## config.mk

```make
export PLATFORM = sky130hd
export DESIGN_NAME = arq_rst_ctrl
export DESIGN_NICKNAME = d
export VERILOG_FILES = /design/src/arq_rst_pkg.sv /design/src/arq_rst_ctrl.sv
export SDC_FILE = /design/constraint.sdc
export NUM_CORES = 1
export LEC_CHECK = 0
export BUFFER_PORTS_ARGS = -buffer_cell sky130_fd_sc_hd__buf_2
export CAP_MARGIN = 20
export CORE_AREA = 2 2 39 41
export DETAILED_ROUTE_END_ITERATION = 8
export DIE_AREA = 0 0 41 43
export MAX_ROUTING_LAYER = met4
export PLACE_DENSITY = 0.46
export SLEW_MARGIN = 10
export SYNTH_ARGS = -nofsm -noshare
export SYNTH_HDL_FRONTEND = slang
export SYNTH_SLANG_ARGS = --single-unit
```

## constraint.sdc

```tcl
create_clock -name clk -period 0.8 [get_ports clk]
set_input_delay 0.08 -clock clk [delete_from_list [all_inputs] [get_ports clk]]
set_output_delay 0.08 -clock clk [all_outputs]
set_load 0.1 [all_outputs]
```

## src/arq_rst_pkg.sv

```systemverilog
package arq_rst_pkg;

  // Table geometry default
  localparam int SlotCountDef = 256;

  // Field widths
  localparam int REQ_W   = 3;
  localparam int SEQ_W   = 8;
  localparam int TIME_W  = 32;
  localparam int CNT_W   = 8;
  localparam int TOTAL_W = 9;

  // Configuration port
  localparam int                CFG_AW          = 3;
  localparam int                CFG_DW          = 32;
  localparam logic              REG_ACK_TIMEOUT = 1'b0;
  localparam logic [TIME_W-1:0] TimeoutRst      = TIME_W'(200);

  // Request codes
  typedef enum logic [REQ_W-1:0] {
    REQ_SENT       = 3'd0,
    REQ_ACKED      = 3'd1,
    REQ_NAK        = 3'd2,
    REQ_RETX       = 3'd3,
    REQ_CLEAR_SLOT = 3'd4,
    REQ_POP        = 3'd5,
    REQ_CLEAR_ALL  = 3'd6,
    REQ_COUNT      = 3'd7
  } req_t;

  // Controller to datapath commands
  typedef struct packed {
    logic ld;    // capture request fields
    logic rd;    // read the named slot
    logic upd;   // apply a single-slot request or clear all
    logic scan;  // one step of the expiry scan
  } dp_cmd_t;

  // Datapath to controller status
  typedef struct packed {
    logic pop_done;  // scan produced its result this cycle
  } dp_sts_t;

endpackage

```

## src/arq_rst_ctrl.sv

```systemverilog
module arq_rst_ctrl
  import arq_rst_pkg::*;
(
  input  logic             clk,
  input  logic             rst_n,
  input  logic             start,
  input  logic [REQ_W-1:0] req_type,
  input  dp_sts_t          sts,
  output dp_cmd_t          cmd,
  output logic             busy,
  output logic             out_valid
);

  typedef enum logic [1:0] {
    ST_IDLE,
    ST_READ,
    ST_UPDATE,
    ST_SCAN
  } state_t;

  state_t state_r;
  logic   strobe_r;

  // Issue commands for the current state
  always_comb begin
    cmd      = '0;
    cmd.ld   = (state_r == ST_IDLE) && start;
    cmd.rd   = (state_r == ST_READ);
    cmd.upd  = (state_r == ST_UPDATE);
    cmd.scan = (state_r == ST_SCAN);
  end

  // Advance state and raise the result strobe
  always_ff @(posedge clk) begin
    if (!rst_n) begin
      state_r  <= ST_IDLE;
      strobe_r <= 1'b0;
    end else begin
      strobe_r <= 1'b0;
      case (state_r)
        ST_IDLE: begin
          if (start) begin
            state_r <= (req_t'(req_type) == REQ_POP) ? ST_SCAN : ST_READ;
          end
        end
        ST_READ: begin
          state_r <= ST_UPDATE;
        end
        ST_UPDATE: begin
          state_r  <= ST_IDLE;
          strobe_r <= 1'b1;
        end
        ST_SCAN: begin
          if (sts.pop_done) begin
            state_r  <= ST_IDLE;
            strobe_r <= 1'b1;
          end
        end
        default: begin
          state_r <= ST_IDLE;
        end
      endcase
    end
  end

  assign busy      = (state_r != ST_IDLE);
  assign out_valid = strobe_r;

  a_strobe_src: assert property (@(posedge clk) disable iff (!rst_n)
    strobe_r |-> ($past(state_r) == ST_UPDATE || $past(state_r) == ST_SCAN))
    else $error("result strobe without a finishing step");

  a_done_strobe: assert property (@(posedge clk) disable iff (!rst_n)
    (state_r == ST_UPDATE || (state_r == ST_SCAN && sts.pop_done)) |=> strobe_r)
    else $error("finished request gave no result");

  a_accept_busy: assert property (@(posedge clk) disable iff (!rst_n)
    (start && state_r == ST_IDLE) |=> busy)
    else $error("accepted request did not raise busy");

endmodule

```

==> impl_metrics.toml <==
[placed_design]
portBuffers = 12
place_congestion = 0.757
placed_cells = 45
dp_slack_ns = -0.111
placed_cell_area_um2 = 357

[sta]
rsz0062_at_grt = "true"
setup_viol = 9
fmax_mhz = 891
worst_slew_pin_slew_ns = 0.214
period_minus_slack_ns = 1.12
drv_slew = 0
max-slew-margin-rel_pct = 85.7
fin_crit_sh_pct = 140
hold_violations = 0
layout_setup_ws_ns = -0.323
whs_ns = 0.0939
skew_ns = 0.00169

[critical_path]
crit_cells = 2
critPathTopFamily = "flip-flops"
endpoint_kind = "output pin"
critPathBufInv = 1
path_class = "flip-flop to output pin"
slowest_delay_ns = 0.35
cp_data_arrival_time_ns = 1.04
cp.required_ns = 0.72
worstPathMaxFanout = 6
crit_path_start_kind = "flip-flop"
slowest_stage = "dfxtp_4"
reg2reg_depth = 4
crit_chain = "nor3b_4, buf_12"

[layout]
diodes = 0
stdcell_area_um2 = 423
syn2layout_area_growth_pct = 162
regArea_um2 = 68.8
drive_gt1_share_pct = 80.6
stdcell_count = 52
num-fill-cells = 141
finish.utilization_pct = 30.6
nets = 44
multiInputGateArea_um2 = 116

[floorplan]
rows = 14
die_area_um2 = 1760
die_w_um = 41
die_height_um = 43
start_util_pct = 11.7
io_pins = 13
core_um2 = 1380

[synth]
synth_area_um2 = 161
synth_commonest_cells = "dfxtp_1 (3), inv_1 (2)"
synthesis.instances = 16
syn-num-nets = 23
synth.distinct_cells = 13
synthMostInstantiatedCell = "dfxtp_1"
async_flop_share_pct = 0
synth_top_area_cell = "dfxtp_1"
synth-seq-cells = 3
synth_top_area_share_pct = 37.2
ys.flop_type = "dfxtp_1"
synth_edf_count = 0
ys_top_cells_by_area = "dfxtp_1 (37%), a221oi_2 (9.3%), nor3b_2 (7.8%)"
synth_seq_area_share_pct = 37.2
yosys_warnings = 0
syn_area_per_cell_um2 = 10.1

[global_route]
antenna_found_initial = 0
grt_usage_pct = 7.29
grt_start_max_net_pins = 8
grt_pass1_wl_um = 772
grt_pass1_vias = 176
grt_overflow_total = 0

[cts]
clock_latency_ns = 0.23
clockBufferDepth = 2
clock_sinks = 3
ctsHoldBuffers = 0
root_buffer = "clkbuf_4"
cts_buffers = 3
clk_pin_slew_worst_paths_ns = 0.03
htree_levels = 1
cts_tree = "built"

[drt]
viasPerCell = 3.71
wirelength_um = 433
vias = 193
ant_nets = 0
firstDrtPassIters = 1
post_drt_wl_per_cell_um = 8.33
post-route-drc-count = 0
initialDrtViolationCount = 0

[min_path]
holdPathStages = 2
min_path_type = "input pin to flip-flop"

[outcome]
violations = "setup timing"
run_status = "complete, but fails checks"

[flow_run]
cap_violations = 0

[power_and_ir_drop]
cellPowerDensity_nw_per_um2 = 1750
switching_share_pct = 36.0
p_leak_uw = 0.000194
seq_power_share_pct = 23.0
ir_drop_mv = 0.678
p_clk_share_pct = 34.8
intPower_uw = 475
p_comb_share_pct = 42.2
p_switching_uw = 268
==> registers in the layout (all words and copies together) (netlist names) <==
register   flops
state_r        2
out_valid      1
==> path summary, 6_finish.rpt <==
kind / startpoint / end / slack, ns
worst max register to register: state_r[0]$_SDFFE_PN0P_ / state_r[0]$_SDFFE_PN0P_ / -0.22
worst min-delay path: rst_n / state_r[0]$_SDFFE_PN0P_ / 0.09
worst min register to register: state_r[1]$_SDFFE_PN0P_ / out_valid$_SDFF_PN0_ / 0.55
worst max-delay path: state_r[0]$_SDFFE_PN0P_ / cmd[3] / -0.32
==> through the flow <==
stage          power (uW)  setup TNS (ns)
5_1_grt               785           -2.19
3_3_place_gp          463          -0.394
4_1_cts               751           -1.71
6_report              742           -1.87
3_5_place_dp          463          -0.408
2_1_floorplan         353           -1.84
==> layer usage <==
layer / up-vias / track usage [%] / part of all wire [%]
li1: 94 / - / -
met1: 90 / 7.03 / 38
met2: 9 / 9.69 / 52
met3: 0 / 6.28 / 9.9
met4: 0 / 4.00 / 0
met5: - / - / 0
==> logic make-up (layout without fill, tap and decap cells) <==
group / after synthesis / in the layout / share of synthesized area [%]
AOI/OAI and AO/OA: 2 / 2 / 14.0
DFF: 3 / 3 / 37.2
and+or+nand+nor: 9 / 9 / 44.2
buffers and inverters: 2 / 22 / 4.65
==> power groups by stage <==
| stage | logic [uW] | registers [uW] | clock network, uW |
|---|---|---|---|
| after floorplan | 165 | 188 | 0 |
| after global placement | 287 | 176 | 0 |
| after detailed placement | 287 | 177 | 0 |
| after CTS | 307 | 173 | 271 |
| after global routing | 325 | 173 | 287 |
| final | 313 | 171 | 258 |
==> placed cells by master, fill, tap and decap left out <==
| cell type | synthesis | layout |
|---|---|---|
| a221oi_2 | 1 | 1 |
| and2_4 | 0 | 1 |
| and2b_2 | 1 | 1 |
| and3_1 | 1 | 1 |
| and3b_1 | 1 | 1 |
| buf_12 | 0 | 6 |
| buf_2 | 0 | 6 |
| buf_4 | 0 | 3 |
| buf_6 | 0 | 1 |
| clkbuf_1 | 0 | 1 |
| clkbuf_4 | 0 | 3 |
| dfxtp_2 | 0 | 1 |
| dfxtp_4 | 0 | 2 |
| inv_1 | 2 | 2 |
| nand2b_4 | 0 | 1 |
| nand4b_1 | 1 | 1 |
| nor2_4 | 0 | 1 |
| nor3b_4 | 0 | 1 |
| o21a_1 | 1 | 1 |
| or2_4 | 0 | 1 |
==> timing repair <==
action | CTS | global route
resized for setup | 4 | 2
gates cloned | 0 | 0
endpoints found under the setup margin | 8 | 9
pin swaps | 2 | 5
endpoints found under the hold margin | 0 | 0
setup buffers | 2 | 1
==> final cells by class <==
class,count,area share [%]
Tap cell,16,4.73
Sequential cell,3,16.3
Timing Repair Buffer,16,43.5
Inverter,2,1.78
Multi-Input combinational cell,11,27.5
Clock buffer,4,6.21
==> worst register-to-register path: stages (launching register included) <==
cell and delay [ns]:
dfxtp_4 0.35, buf_4 0.13, buf_6 0.11, and3b_1 0.15, o21a_1 0.16
No activity file was read; power rests on OpenSTA's default activity.
