File: config.mk
export PLATFORM = sky130hd
export DESIGN_NAME = arq_rst_cfg
export DESIGN_NICKNAME = d
export VERILOG_FILES = /design/src/arq_rst_pkg.sv /design/src/arq_rst_cfg.sv
export SDC_FILE = /design/constraint.sdc
export NUM_CORES = 1
export LEC_CHECK = 0
export BUFFER_PORTS_ARGS = -buffer_cell sky130_fd_sc_hd__buf_2
export CORE_MARGIN = 1.5
export CORE_UTILIZATION = 37
export CTS_CLUSTER_SIZE = 10
export DETAILED_ROUTE_END_ITERATION = 8
export HOLD_SLACK_MARGIN = 0.12
export PLACE_DENSITY = 0.78
export RECOVER_POWER = 25
export SKIP_CTS_REPAIR_TIMING = 1
export SYNTH_ARGS = -nofsm -noshare
export SYNTH_HDL_FRONTEND = slang
export SYNTH_SLANG_ARGS = --single-unit
File: constraint.sdc
create_clock -name clk -period 0.8 [get_ports clk]
set_input_delay 0.08 -clock clk [delete_from_list [all_inputs] [get_ports clk]]
set_output_delay 0.08 -clock clk [all_outputs]
set_load 0.05 [all_outputs]
File: src/arq_rst_pkg.sv
package arq_rst_pkg;

  // Table geometry default
  localparam int SlotCountDef = 256;

  // Field widths
  localparam int REQ_W   = 3;
  localparam int SEQ_W   = 8;
  localparam int TIME_W  = 32;
  localparam int CNT_W   = 8;
  localparam int TOTAL_W = 9;

  // Configuration port
  localparam int                CFG_AW          = 3;
  localparam int                CFG_DW          = 32;
  localparam logic              REG_ACK_TIMEOUT = 1'b0;
  localparam logic [TIME_W-1:0] TimeoutRst      = TIME_W'(200);

  // Request codes
  typedef enum logic [REQ_W-1:0] {
    REQ_SENT       = 3'd0,
    REQ_ACKED      = 3'd1,
    REQ_NAK        = 3'd2,
    REQ_RETX       = 3'd3,
    REQ_CLEAR_SLOT = 3'd4,
    REQ_POP        = 3'd5,
    REQ_CLEAR_ALL  = 3'd6,
    REQ_COUNT      = 3'd7
  } req_t;

  // Controller to datapath commands
  typedef struct packed {
    logic ld;    // capture request fields
    logic rd;    // read the named slot
    logic upd;   // apply a single-slot request or clear all
    logic scan;  // one step of the expiry scan
  } dp_cmd_t;

  // Datapath to controller status
  typedef struct packed {
    logic pop_done;  // scan produced its result this cycle
  } dp_sts_t;

endpackage

File: src/arq_rst_cfg.sv
module arq_rst_cfg
  import arq_rst_pkg::*;
(
  input  logic              clk,
  input  logic              rst_n,
  input  logic              psel,
  input  logic              penable,
  input  logic              pwrite,
  input  logic [CFG_AW-1:0] paddr,
  input  logic [CFG_DW-1:0] pwdata,
  output logic [CFG_DW-1:0] prdata,
  output logic              pready,
  output logic [TIME_W-1:0] ack_timeout
);

  logic [TIME_W-1:0] timeout_r;
  logic              sel_timeout;

  // Decode the register index from the word address
  assign sel_timeout = (paddr[2] == REG_ACK_TIMEOUT);

  // Hold the timeout register
  always_ff @(posedge clk) begin
    if (!rst_n) begin
      timeout_r <= TimeoutRst;
    end else if (psel && penable && pwrite && sel_timeout) begin
      timeout_r <= pwdata[TIME_W-1:0];
    end
  end

  assign prdata      = sel_timeout ? CFG_DW'(timeout_r) : '0;
  assign pready      = 1'b1;
  assign ack_timeout = timeout_r;

endmodule

==> results of run 1 <==
## worst min-delay path by stage
stage | end | slack (ns) | cells past startpoint
2_1_floorplan | ack_timeout[0]$_SDFFE_PN0P_ | 0.21 | 2
3_3_place_gp | ack_timeout[23]$_SDFFE_PN0P_ | 0.32 | 3
3_5_place_dp | ack_timeout[27]$_SDFFE_PN0P_ | 0.33 | 3
4_1_cts | ack_timeout[30]$_SDFFE_PN0P_ | 0.03 | 3
5_1_grt | ack_timeout[2]$_SDFFE_PN0P_ | 0.21 | 3
6_report | ack_timeout[2]$_SDFFE_PN0P_ | 0.19 | 3
## placed cells by master (no fill, tap or decap)
cell type	Yosys	routed
sky130_fd_sc_hd__clkinv_1	0	1
sky130_fd_sc_hd__buf_4	1	11
sky130_fd_sc_hd__and4b_1	1	1
sky130_fd_sc_hd__nor2b_1	36	6
sky130_fd_sc_hd__clkbuf_8	0	5
sky130_fd_sc_hd__clkbuf_1	9	3
sky130_fd_sc_hd__buf_12	3	2
sky130_fd_sc_hd__buf_2	1	39
sky130_fd_sc_hd__nand2_1	58	58
sky130_fd_sc_hd__and2b_4	0	2
sky130_fd_sc_hd__dfxtp_4	0	32
sky130_fd_sc_hd__dlygate4sd3_1	0	32
sky130_fd_sc_hd__buf_6	1	34
sky130_fd_sc_hd__buf_8	0	27
sky130_fd_sc_hd__conb_1	1	1
sky130_fd_sc_hd__nor2b_4	0	30
sky130_fd_sc_hd__mux2i_1	32	32
## per-layer routing
| layer | wire length, um | vias up | global-route usage |
|---|---|---|---|
| met5 | 0 | - | 0 |
| met4 | 67 | 0 | 0.0725 |
| met3 | 244 | 6 | 0.0400 |
| met2 | 2900 | 56 | 0.295 |
| met1 | 1770 | 784 | 0.168 |
| li1 | - | 828 | - |
## power by group through the flow
stage	registers (mW)	logic, mW	clock network [mW]
6_report	1.58	0.932	1.14
4_1_cts	1.57	0.710	1.18
3_3_place_gp	1.61	0.700	0
2_1_floorplan	1.73	0.381	0
3_5_place_dp	1.61	0.708	0
5_1_grt	1.59	0.984	1.25
## worst max-delay path, delay by kind of cell, from the launching register on
| kind | cells | cell delay [ns] |
|---|---|---|
| DFF | 1 | 0.35 |
| buffers and inverters | 1 | 0.17 |
| and+or+nand+nor | 1 | 0.16 |
## cell families (layout without fill, tap and decap cells)
| kind of cell | count (synthesis) | after routing | synth area share |
|---|---|---|---|
| buffers and inverters | 15 | 154 | 0.0757 |
| flip-flops | 32 | 32 | 0.413 |
| multiplexers | 32 | 32 | 0.206 |
| other | 1 | 1 | 0.00242 |
| AND/OR/NAND/NOR | 97 | 97 | 0.303 |
## per-stage QoR
step                      cells  hold WS [ns]  setup slack [ns]   util  area [um^2]
final                       366         0.192            -0.236  0.833         3360
after global routing        366         0.209            -0.265  0.833         3360
after CTS                   333        0.0299            -0.306  0.639         2570
after detailed placement    325         0.326            -0.244  0.619         2490
after global placement      325         0.317            -0.177  0.619         2490
after floorplan             177         0.212           -0.0554      -         1900
## area by class of cell
| cell class | count | area, um^2 |
|---|---|---|
| repair buffers | 146 | 1430 |
| well taps | 50 | 62.6 |
| clock buffers | 7 | 76.3 |
| multi-input cells | 130 | 1020 |
| flip-flops and latches | 32 | 761 |
| clock inverters | 1 | 3.75 |
| fillers | 225 | 673 |
==> impl_metrics.toml, run 1 <==
[run_status]
run_status = "finished, violations left"
failed_checks = "negative setup slack"

[die]
core_area_um2 = 4030
placementRows = 23
floorplan.io_pins = 105
die_height_um = 67.8
design.die.area_um2 = 4590
initial_utilization = 0.385
floorplan.die.width_um = 67.8

[clocking]
cts-root-to-sink-buffers = 2
htreeDepth = 2
cts_buf_count = 5
ctsRootBufferMaster = "sky130_fd_sc_hd__clkbuf_8"
clock_latency_ns = 0.27
cts.sinks = 32
cts_tree = "done"
cts.clk_slew.worst_paths_ns = 0.06

[logic_synthesis]
synth.avg_cell_area_um2 = 8.77
ys_seq_elements = 32
synth.area.top_cells = "sky130_fd_sc_hd__dfxtp_1 41%, sky130_fd_sc_hd__mux2i_1 21%, sky130_fd_sc_hd__nor2b_1 15%"
async_reset_ff_frac = 0
postSynthNetCount = 217
synth-warning-count = 0
synth_cells = 177
post_synth_most_frequent_cells = "58 x sky130_fd_sc_hd__nand2_1, 36 x sky130_fd_sc_hd__nor2b_1, 32 x sky130_fd_sc_hd__dfxtp_1, 32 x sky130_fd_sc_hd__mux2i_1, 9 x sky130_fd_sc_hd__clkbuf_1"
part_of_the_yosys_area_used_for_sequential_elements = 0.413
cell_type_with_the_largest_total_area_after_synthesis = "sky130_fd_sc_hd__dfxtp_1"
synth-main-ff-cell = "sky130_fd_sc_hd__dfxtp_1"
mappedNetlistArea_um2 = 1550
synth_edf_count = 0
yosysTopAreaCellShare = 0.413
post-synth-top-count-cell = "sky130_fd_sc_hd__nand2_1"
synth.lib_cells_used.distinct = 12

[setup_path]
rr_worst_depth = 3
worst-setup-path-type = "reg -> out"
worst-endpoint-arrival_ns = 0.96
worst_case_register_to_register_setup_slack_ns = 0.13
critical_path.endpoint = "prdata[25]"
critical_path.endpoint_type = "output pin"
critical_path.reg2reg.startpoint = "ack_timeout[31]$_SDFFE_PN0P_"
path_cells = "nor2b_4, buf_6"
crit_fanout = 3
worst_path_largest_cell_delay_ns = 0.35
crit_path_top_delay_cell = "sky130_fd_sc_hd__dfxtp_4"
worst_ep_required_time_ns = 0.72
setup.worst_path.start_class = "flop"
crit_path_start = "ack_timeout[25]$_SDFFE_PN0P_"
critical_path.reg2reg.endpoint = "ack_timeout[31]$_SDFFE_PN0P_"

[power_and_ir_drop]
p_comb_frac = 0.255
static-leakage-power_nw = 1.38
power_switching_share = 0.292
pwr_density_cell_nw_per_um2 = 1090
power_switching_mw = 1.07
cellInternalPower_mw = 2.59
clock_power_share = 0.313
ir_worst_vdd_mv = 1.15
flop_pwr_share = 0.433
report.power.total_mw = 3.66

[sta]
fin_tns_setup_ns = -9.14
minimum_clock_period_ns = 1.04
total_setup_violations_reported_at_the_end_of_the_flow = 64
max_clock_freq_mhz = 965
slew_headroom = 0.646
min_period_over_period = 1.30
slew_at_the_pin_closest_to_its_max_slew_limit_ns = 0.531
timing.final.ws_setup_ns = -0.236
rsz0062_at_grt = "yes"
timing_hold_violations_final = 0
drv_slew = 0
clock-skew-final_ns = 0

[cells_and_area]
share_of_cells_above_drive_strength_1 = 0.576
antennaDiodeCount = 0
syn2layout_area_growth_pct = 116
layout.nets = 355
largest_reg_flops = 32

[flow_run]
max-cap-violations = 0

[grt]
grt_first_pass_wirelength_mm = 5.46
globalRouteOverflowTotal = 0
maximum_number_of_pins_on_one_net_before_global_route_repair = 32
first_global_vias = 1253
grt.total_usage = 0.160
antenna_violations_before_repair = 0

[min_path]
hold_path.class = "in -> reg"
hold_start = "rst_n"

[routing]
vias = 1674
avgViaCountPerCell = 4.57
drt_first_pass_iters = 4
drt_drc_violations_left = 0
dr.first_iter.drc_count = 56
drt.antenna.violating_nets = 0
drt-wirelength-per-cell_um = 13.6
routed_wirelength_mm = 4.98

[placement]
detailed_place_hpwl_mm = 2.91
routabilityCongestion = 0.726
portBuffers = 101
No activity file was read; power rests on OpenSTA's default activity.
==> inputs of run 2 (changes only) <==
--- a/config.mk
+++ b/config.mk
@@ -7,12 +7,11 @@
 export LEC_CHECK = 0
 export BUFFER_PORTS_ARGS = -buffer_cell sky130_fd_sc_hd__buf_2
 export CORE_MARGIN = 1.5
-export CORE_UTILIZATION = 37
+export CORE_UTILIZATION = 41
 export CTS_CLUSTER_SIZE = 10
 export DETAILED_ROUTE_END_ITERATION = 8
 export HOLD_SLACK_MARGIN = 0.12
-export PLACE_DENSITY = 0.78
-export RECOVER_POWER = 25
+export PLACE_DENSITY = 0.82
 export SKIP_CTS_REPAIR_TIMING = 1
 export SYNTH_ARGS = -nofsm -noshare
 export SYNTH_HDL_FRONTEND = slang
==> constraint.sdc (replaced) <==
create_clock -name clk -period 1.1 [get_ports clk]
set_input_delay 0.11 -clock clk [delete_from_list [all_inputs] [get_ports clk]]
set_output_delay 0.11 -clock clk [all_outputs]
set_load 0.05 [all_outputs]
==> impl_metrics.toml, run 2 (synthesized netlist as in run 1, its figures left out) <==
[die]
floorplan.die.width_um = 64.5
die_height_um = 64.5
design.die.area_um2 = 4170
initial_utilization = 0.424
floorplan.io_pins = 105
core_area_um2 = 3660
placementRows = 22

[setup_path]
crit_fanout = 3
cp_num_buf_inv = 1
worst_ep_required_time_ns = 0.99
worst-setup-path-type = "reg -> out"
path_cells = "nor2b_4, clkbuf_4"
worst_case_register_to_register_setup_slack_ns = 0.48
worst_path_largest_cell_delay_ns = 0.34
crit_path_top_delay_cell = "sky130_fd_sc_hd__dfxtp_2"
worst-endpoint-arrival_ns = 0.98
critical_path.endpoint_type = "output pin"
setup.worst_path.start_class = "flop"
kind_of_cell_with_the_highest_combined_delay_on_the_critical_path = "flip-flops"

[routing]
drt_first_pass_iters = 6
drt.antenna.violating_nets = 0
avgViaCountPerCell = 4.63
dr.first_iter.drc_count = 62
vias = 1643
drt-wirelength-per-cell_um = 13.1
routed_wirelength_mm = 4.65
drt_drc_violations_left = 0

[cells_and_area]
share_of_cells_above_drive_strength_1 = 0.577
final_cell_mix = "69 x sky130_fd_sc_hd__buf_2, 58 x sky130_fd_sc_hd__nand2_1, 32 x sky130_fd_sc_hd__mux2i_1, 32 x sky130_fd_sc_hd__dfxtp_2, 31 x sky130_fd_sc_hd__dlygate4sd3_1"
antennaDiodeCount = 0
final_common_cell = "sky130_fd_sc_hd__buf_2"
regArea_um2 = 681
stdcell_area_um2 = 2850
multi_input_area_um2 = 1020
syn2layout_area_growth_pct = 83.3
fillCellCount = 254
layout.nets = 346
largest_reg_flops = 32
fin_cells = 355

[clocking]
cts_buf_count = 5
cts_tree = "done"
htreeDepth = 2
cts.sinks = 32
ctsRootBufferMaster = "sky130_fd_sc_hd__clkbuf_8"
cts-root-to-sink-buffers = 2
clock_latency_ns = 0.27
cts.clk_slew.worst_paths_ns = 0.06

[power_and_ir_drop]
power_switching_share = 0.280
p_comb_frac = 0.223
power_switching_uw = 759
pwr_density_cell_nw_per_um2 = 953
ir_worst_vdd_mv = 0.795
flop_pwr_share = 0.445
static-leakage-power_nw = 1.26
cellInternalPower_mw = 1.95
report.power.total_mw = 2.71
clock_power_share = 0.332

[placement]
routabilityCongestion = 0.714
portBuffers = 101
post-place-cells = 316
placed_cell_area_um2 = 2350
detailed_place_hpwl_mm = 2.74

[grt]
globalRouteOverflowTotal = 0
grt_first_pass_wirelength_mm = 5.79
grt.total_usage = 0.180
antenna_violations_before_repair = 0
first_global_vias = 1331
maximum_number_of_pins_on_one_net_before_global_route_repair = 65

[sta]
min_period_over_period = 0.991
clock-skew-final_ns = 0
minimum_clock_period_ns = 1.09
total_setup_violations_reported_at_the_end_of_the_flow = 0
timing_hold_violations_final = 0
max_clock_freq_mhz = 918
drv_slew = 0

[run_status]
run_status = "finished clean"

[min_path]
hold_path.class = "in -> reg"

[flow_run]
max-cap-violations = 0
## run 2: metrics by stage
| step | utilization | hold slack [ns] | setup TNS, ns | setup slack (ns) |
|---|---|---|---|---|
| floorplan | - | 0.245 | 0 | 0.129 |
| global placement | 0.643 | 0.351 | -0.561 | -0.0328 |
| detailed placement | 0.643 | 0.359 | -1.06 | -0.0624 |
| CTS | 0.668 | 0.0642 | -1.35 | -0.0736 |
| global route | 0.778 | 0.142 | -0.124 | -0.0424 |
| finish | 0.778 | 0.117 | 0 | 0.0102 |
## run 2: worst register-to-register path, delay by kind of cell (launching register included)
family        cells  cell delay (ns)
simple gates      1             0.05
mux               1             0.14
flops             1             0.34
## run 2: final timing paths
path | startpoint | to | cells past startpoint
setup reg to reg | ack_timeout[21]$_SDFFE_PN0P_ | ack_timeout[21]$_SDFFE_PN0P_ | 2
hold reg to reg | ack_timeout[4]$_SDFFE_PN0P_ | ack_timeout[4]$_SDFFE_PN0P_ | 2
setup / recovery | ack_timeout[25]$_SDFFE_PN0P_ | prdata[25] | 2
hold / removal | pwdata[6] | ack_timeout[6]$_SDFFE_PN1P_ | 3
## run 2: power groups by stage
stage	registers [mW]	clock network, mW	logic [mW]
after floorplan	1.32	0	0.276
after global placement	1.23	0	0.491
after detailed placement	1.23	0	0.500
after CTS	1.21	0.925	0.501
after global routing	1.21	0.985	0.640
final	1.21	0.901	0.604
## run 2: routing by layer
layer / vias to the layer above / routed length, um / track usage
met2: 67 / 2700 / 0.340
met4: 0 / 80 / 0.0718
met1: 758 / 1640 / 0.189
met5: - / 0 / 0
li1: 810 / - / -
met3: 8 / 226 / 0.0451
## run 2: cell type report
| type | instances | area share |
|---|---|---|
| clock buffers | 8 | 0.0316 |
| multi-input cells | 130 | 0.359 |
| flip-flops and latches | 32 | 0.239 |
| well taps | 48 | 0.0211 |
| repair buffers | 137 | 0.349 |
==> inputs of run 3 (changes only) <==
--- a/config.mk
+++ b/config.mk
@@ -7,11 +7,12 @@
 export LEC_CHECK = 0
 export BUFFER_PORTS_ARGS = -buffer_cell sky130_fd_sc_hd__buf_2
 export CORE_MARGIN = 1.5
-export CORE_UTILIZATION = 41
+export CORE_UTILIZATION = 43
+export CTS_BUF_LIST = sky130_fd_sc_hd__clkbuf_8
 export CTS_CLUSTER_SIZE = 10
 export DETAILED_ROUTE_END_ITERATION = 8
 export HOLD_SLACK_MARGIN = 0.12
-export PLACE_DENSITY = 0.82
+export PLACE_DENSITY = 0.85
 export SKIP_CTS_REPAIR_TIMING = 1
 export SYNTH_ARGS = -nofsm -noshare
 export SYNTH_HDL_FRONTEND = slang
==> impl_metrics.toml, run 3 (synthesized netlist as in run 1, its figures left out) <==
[run_status]
run_status = "finished clean"

[placement]
placed_cell_area_um2 = 2370
post-place-cells = 315
portBuffers = 101
detailed_place_hpwl_mm = 2.66
routabilityCongestion = 0.717
post-place-ws_ns = 0.0275

[cells_and_area]
largest_reg_flops = 32
final_common_cell = "sky130_fd_sc_hd__buf_2"
stdcell_area_um2 = 2860
share_of_cells_above_drive_strength_1 = 0.578
final_cell_mix = "69 x sky130_fd_sc_hd__buf_2, 58 x sky130_fd_sc_hd__nand2_1, 32 x sky130_fd_sc_hd__mux2i_1, 32 x sky130_fd_sc_hd__dfxtp_2, 31 x sky130_fd_sc_hd__dlygate4sd3_1"
antennaDiodeCount = 0
fin_cells = 354
layout.nets = 347
fillCellCount = 204
syn2layout_area_growth_pct = 84.4

[power_and_ir_drop]
static-leakage-power_nw = 1.29
report.power.total_mw = 2.70
ir_worst_vdd_mv = 0.778
pwr_density_cell_nw_per_um2 = 944

[sta]
fin_tns_setup_ns = 0
timing_hold_violations_final = 0
clock-skew-final_ns = 0
total_setup_violations_reported_at_the_end_of_the_flow = 0
timing.final.ws_setup_ns = 0.0272
rsz0062_at_grt = "yes"
max_clock_freq_mhz = 932
min_period_over_period = 0.975
drv_slew = 0
minimum_clock_period_ns = 1.07

[clocking]
cts_tree = "done"
htreeDepth = 2
cts.clk_slew.worst_paths_ns = 0.06
cts_buf_count = 5
ctsRootBufferMaster = "sky130_fd_sc_hd__clkbuf_8"
cts-root-to-sink-buffers = 2
clock_latency_ns = 0.28
cts.sinks = 32

[die]
floorplan.die.width_um = 63.1
placementRows = 21
core_area_um2 = 3390
floorplan.io_pins = 105
initial_utilization = 0.458
die_height_um = 63.1
design.die.area_um2 = 3980

[routing]
drt_first_pass_iters = 4
dr.first_iter.drc_count = 88
drt.antenna.violating_nets = 0
drt-wirelength-per-cell_um = 12.5
drt_drc_violations_left = 0
vias = 1626
routed_wirelength_mm = 4.44
avgViaCountPerCell = 4.59

[setup_path]
worst_path_largest_cell_delay_ns = 0.34
worst_ep_required_time_ns = 0.99
worst-endpoint-arrival_ns = 0.96
critical_path.endpoint_type = "output pin"
worst-setup-path-type = "reg -> out"
cp_num_buf_inv = 1
path_cells = "nor2b_4, buf_4"
crit_fanout = 3
crit_path_top_delay_cell = "sky130_fd_sc_hd__dfxtp_2"
kind_of_cell_with_the_highest_combined_delay_on_the_critical_path = "flip-flops"
setup.worst_path.start_class = "flop"

[min_path]
hold_path.class = "in -> reg"

[grt]
grt_first_pass_wirelength_mm = 5.82
grt.total_usage = 0.184
globalRouteOverflowTotal = 0
antenna_violations_before_repair = 0
first_global_vias = 1380
maximum_number_of_pins_on_one_net_before_global_route_repair = 29

[flow_run]
max-cap-violations = 0
-- run 3: cell types whose count changed in the layout (fill, tap and decap cells not counted), sizes merged --
cell,delta
buf,+9
inv,+2
clkbuf,-10
-- run 3: final timing paths --
| path | from | to | slack (ns) | depth (start not counted) |
|---|---|---|---|---|
| min reg2reg | ack_timeout[10]$_SDFFE_PN0P_ | ack_timeout[10]$_SDFFE_PN0P_ | 0.46 | 2 |
| max reg2reg | ack_timeout[3]$_SDFFE_PN1P_ | ack_timeout[3]$_SDFFE_PN1P_ | 0.46 | 2 |
| max | ack_timeout[1]$_SDFFE_PN0P_ | prdata[1] | 0.03 | 2 |
| min | pwdata[7] | ack_timeout[7]$_SDFFE_PN1P_ | 0.10 | 3 |
-- run 3: stage by stage --
step / hold slack [ns] / util
after floorplan: 0.245 / -
after global placement: 0.350 / 0.700
after detailed placement: 0.356 / 0.700
after CTS: 0.0546 / 0.726
after global routing: 0.122 / 0.845
final: 0.100 / 0.845
-- run 3: cell type report --
class                      count  area (um^2)  area share
multi-input combinational    130         1020       0.356
timing repair buffer         138         1010       0.354
clock inverter                 2         7.51     0.00262
clock buffer                   6         82.6      0.0288
sequential                    32          681       0.238
tap                           46         57.6      0.0201
-- run 3: metal layers --
layer / vias up / wire [um] / global-route usage / part of all wire
met5: - / 0 / 0 / 0
met4: 0 / 50 / 0.0583 / 0.011
met3: 5 / 242 / 0.0607 / 0.054
met2: 52 / 2480 / 0.342 / 0.56
met1: 758 / 1670 / 0.195 / 0.38
li1: 811 / - / - / -
-- run 3: power breakdown --
part	total [mW]	switching [mW]	internal, mW
registers	1.21	0.0197	1.19
clock network	0.886	0.396	0.490
logic	0.608	0.346	0.262
-- run 3: worst register-to-register path, delay by kind of cell (launching register included) --
kind,cells,cell delay [ns]
flip-flops,1,0.33
multiplexers,1,0.08
AND/OR/NAND/NOR,1,0.12
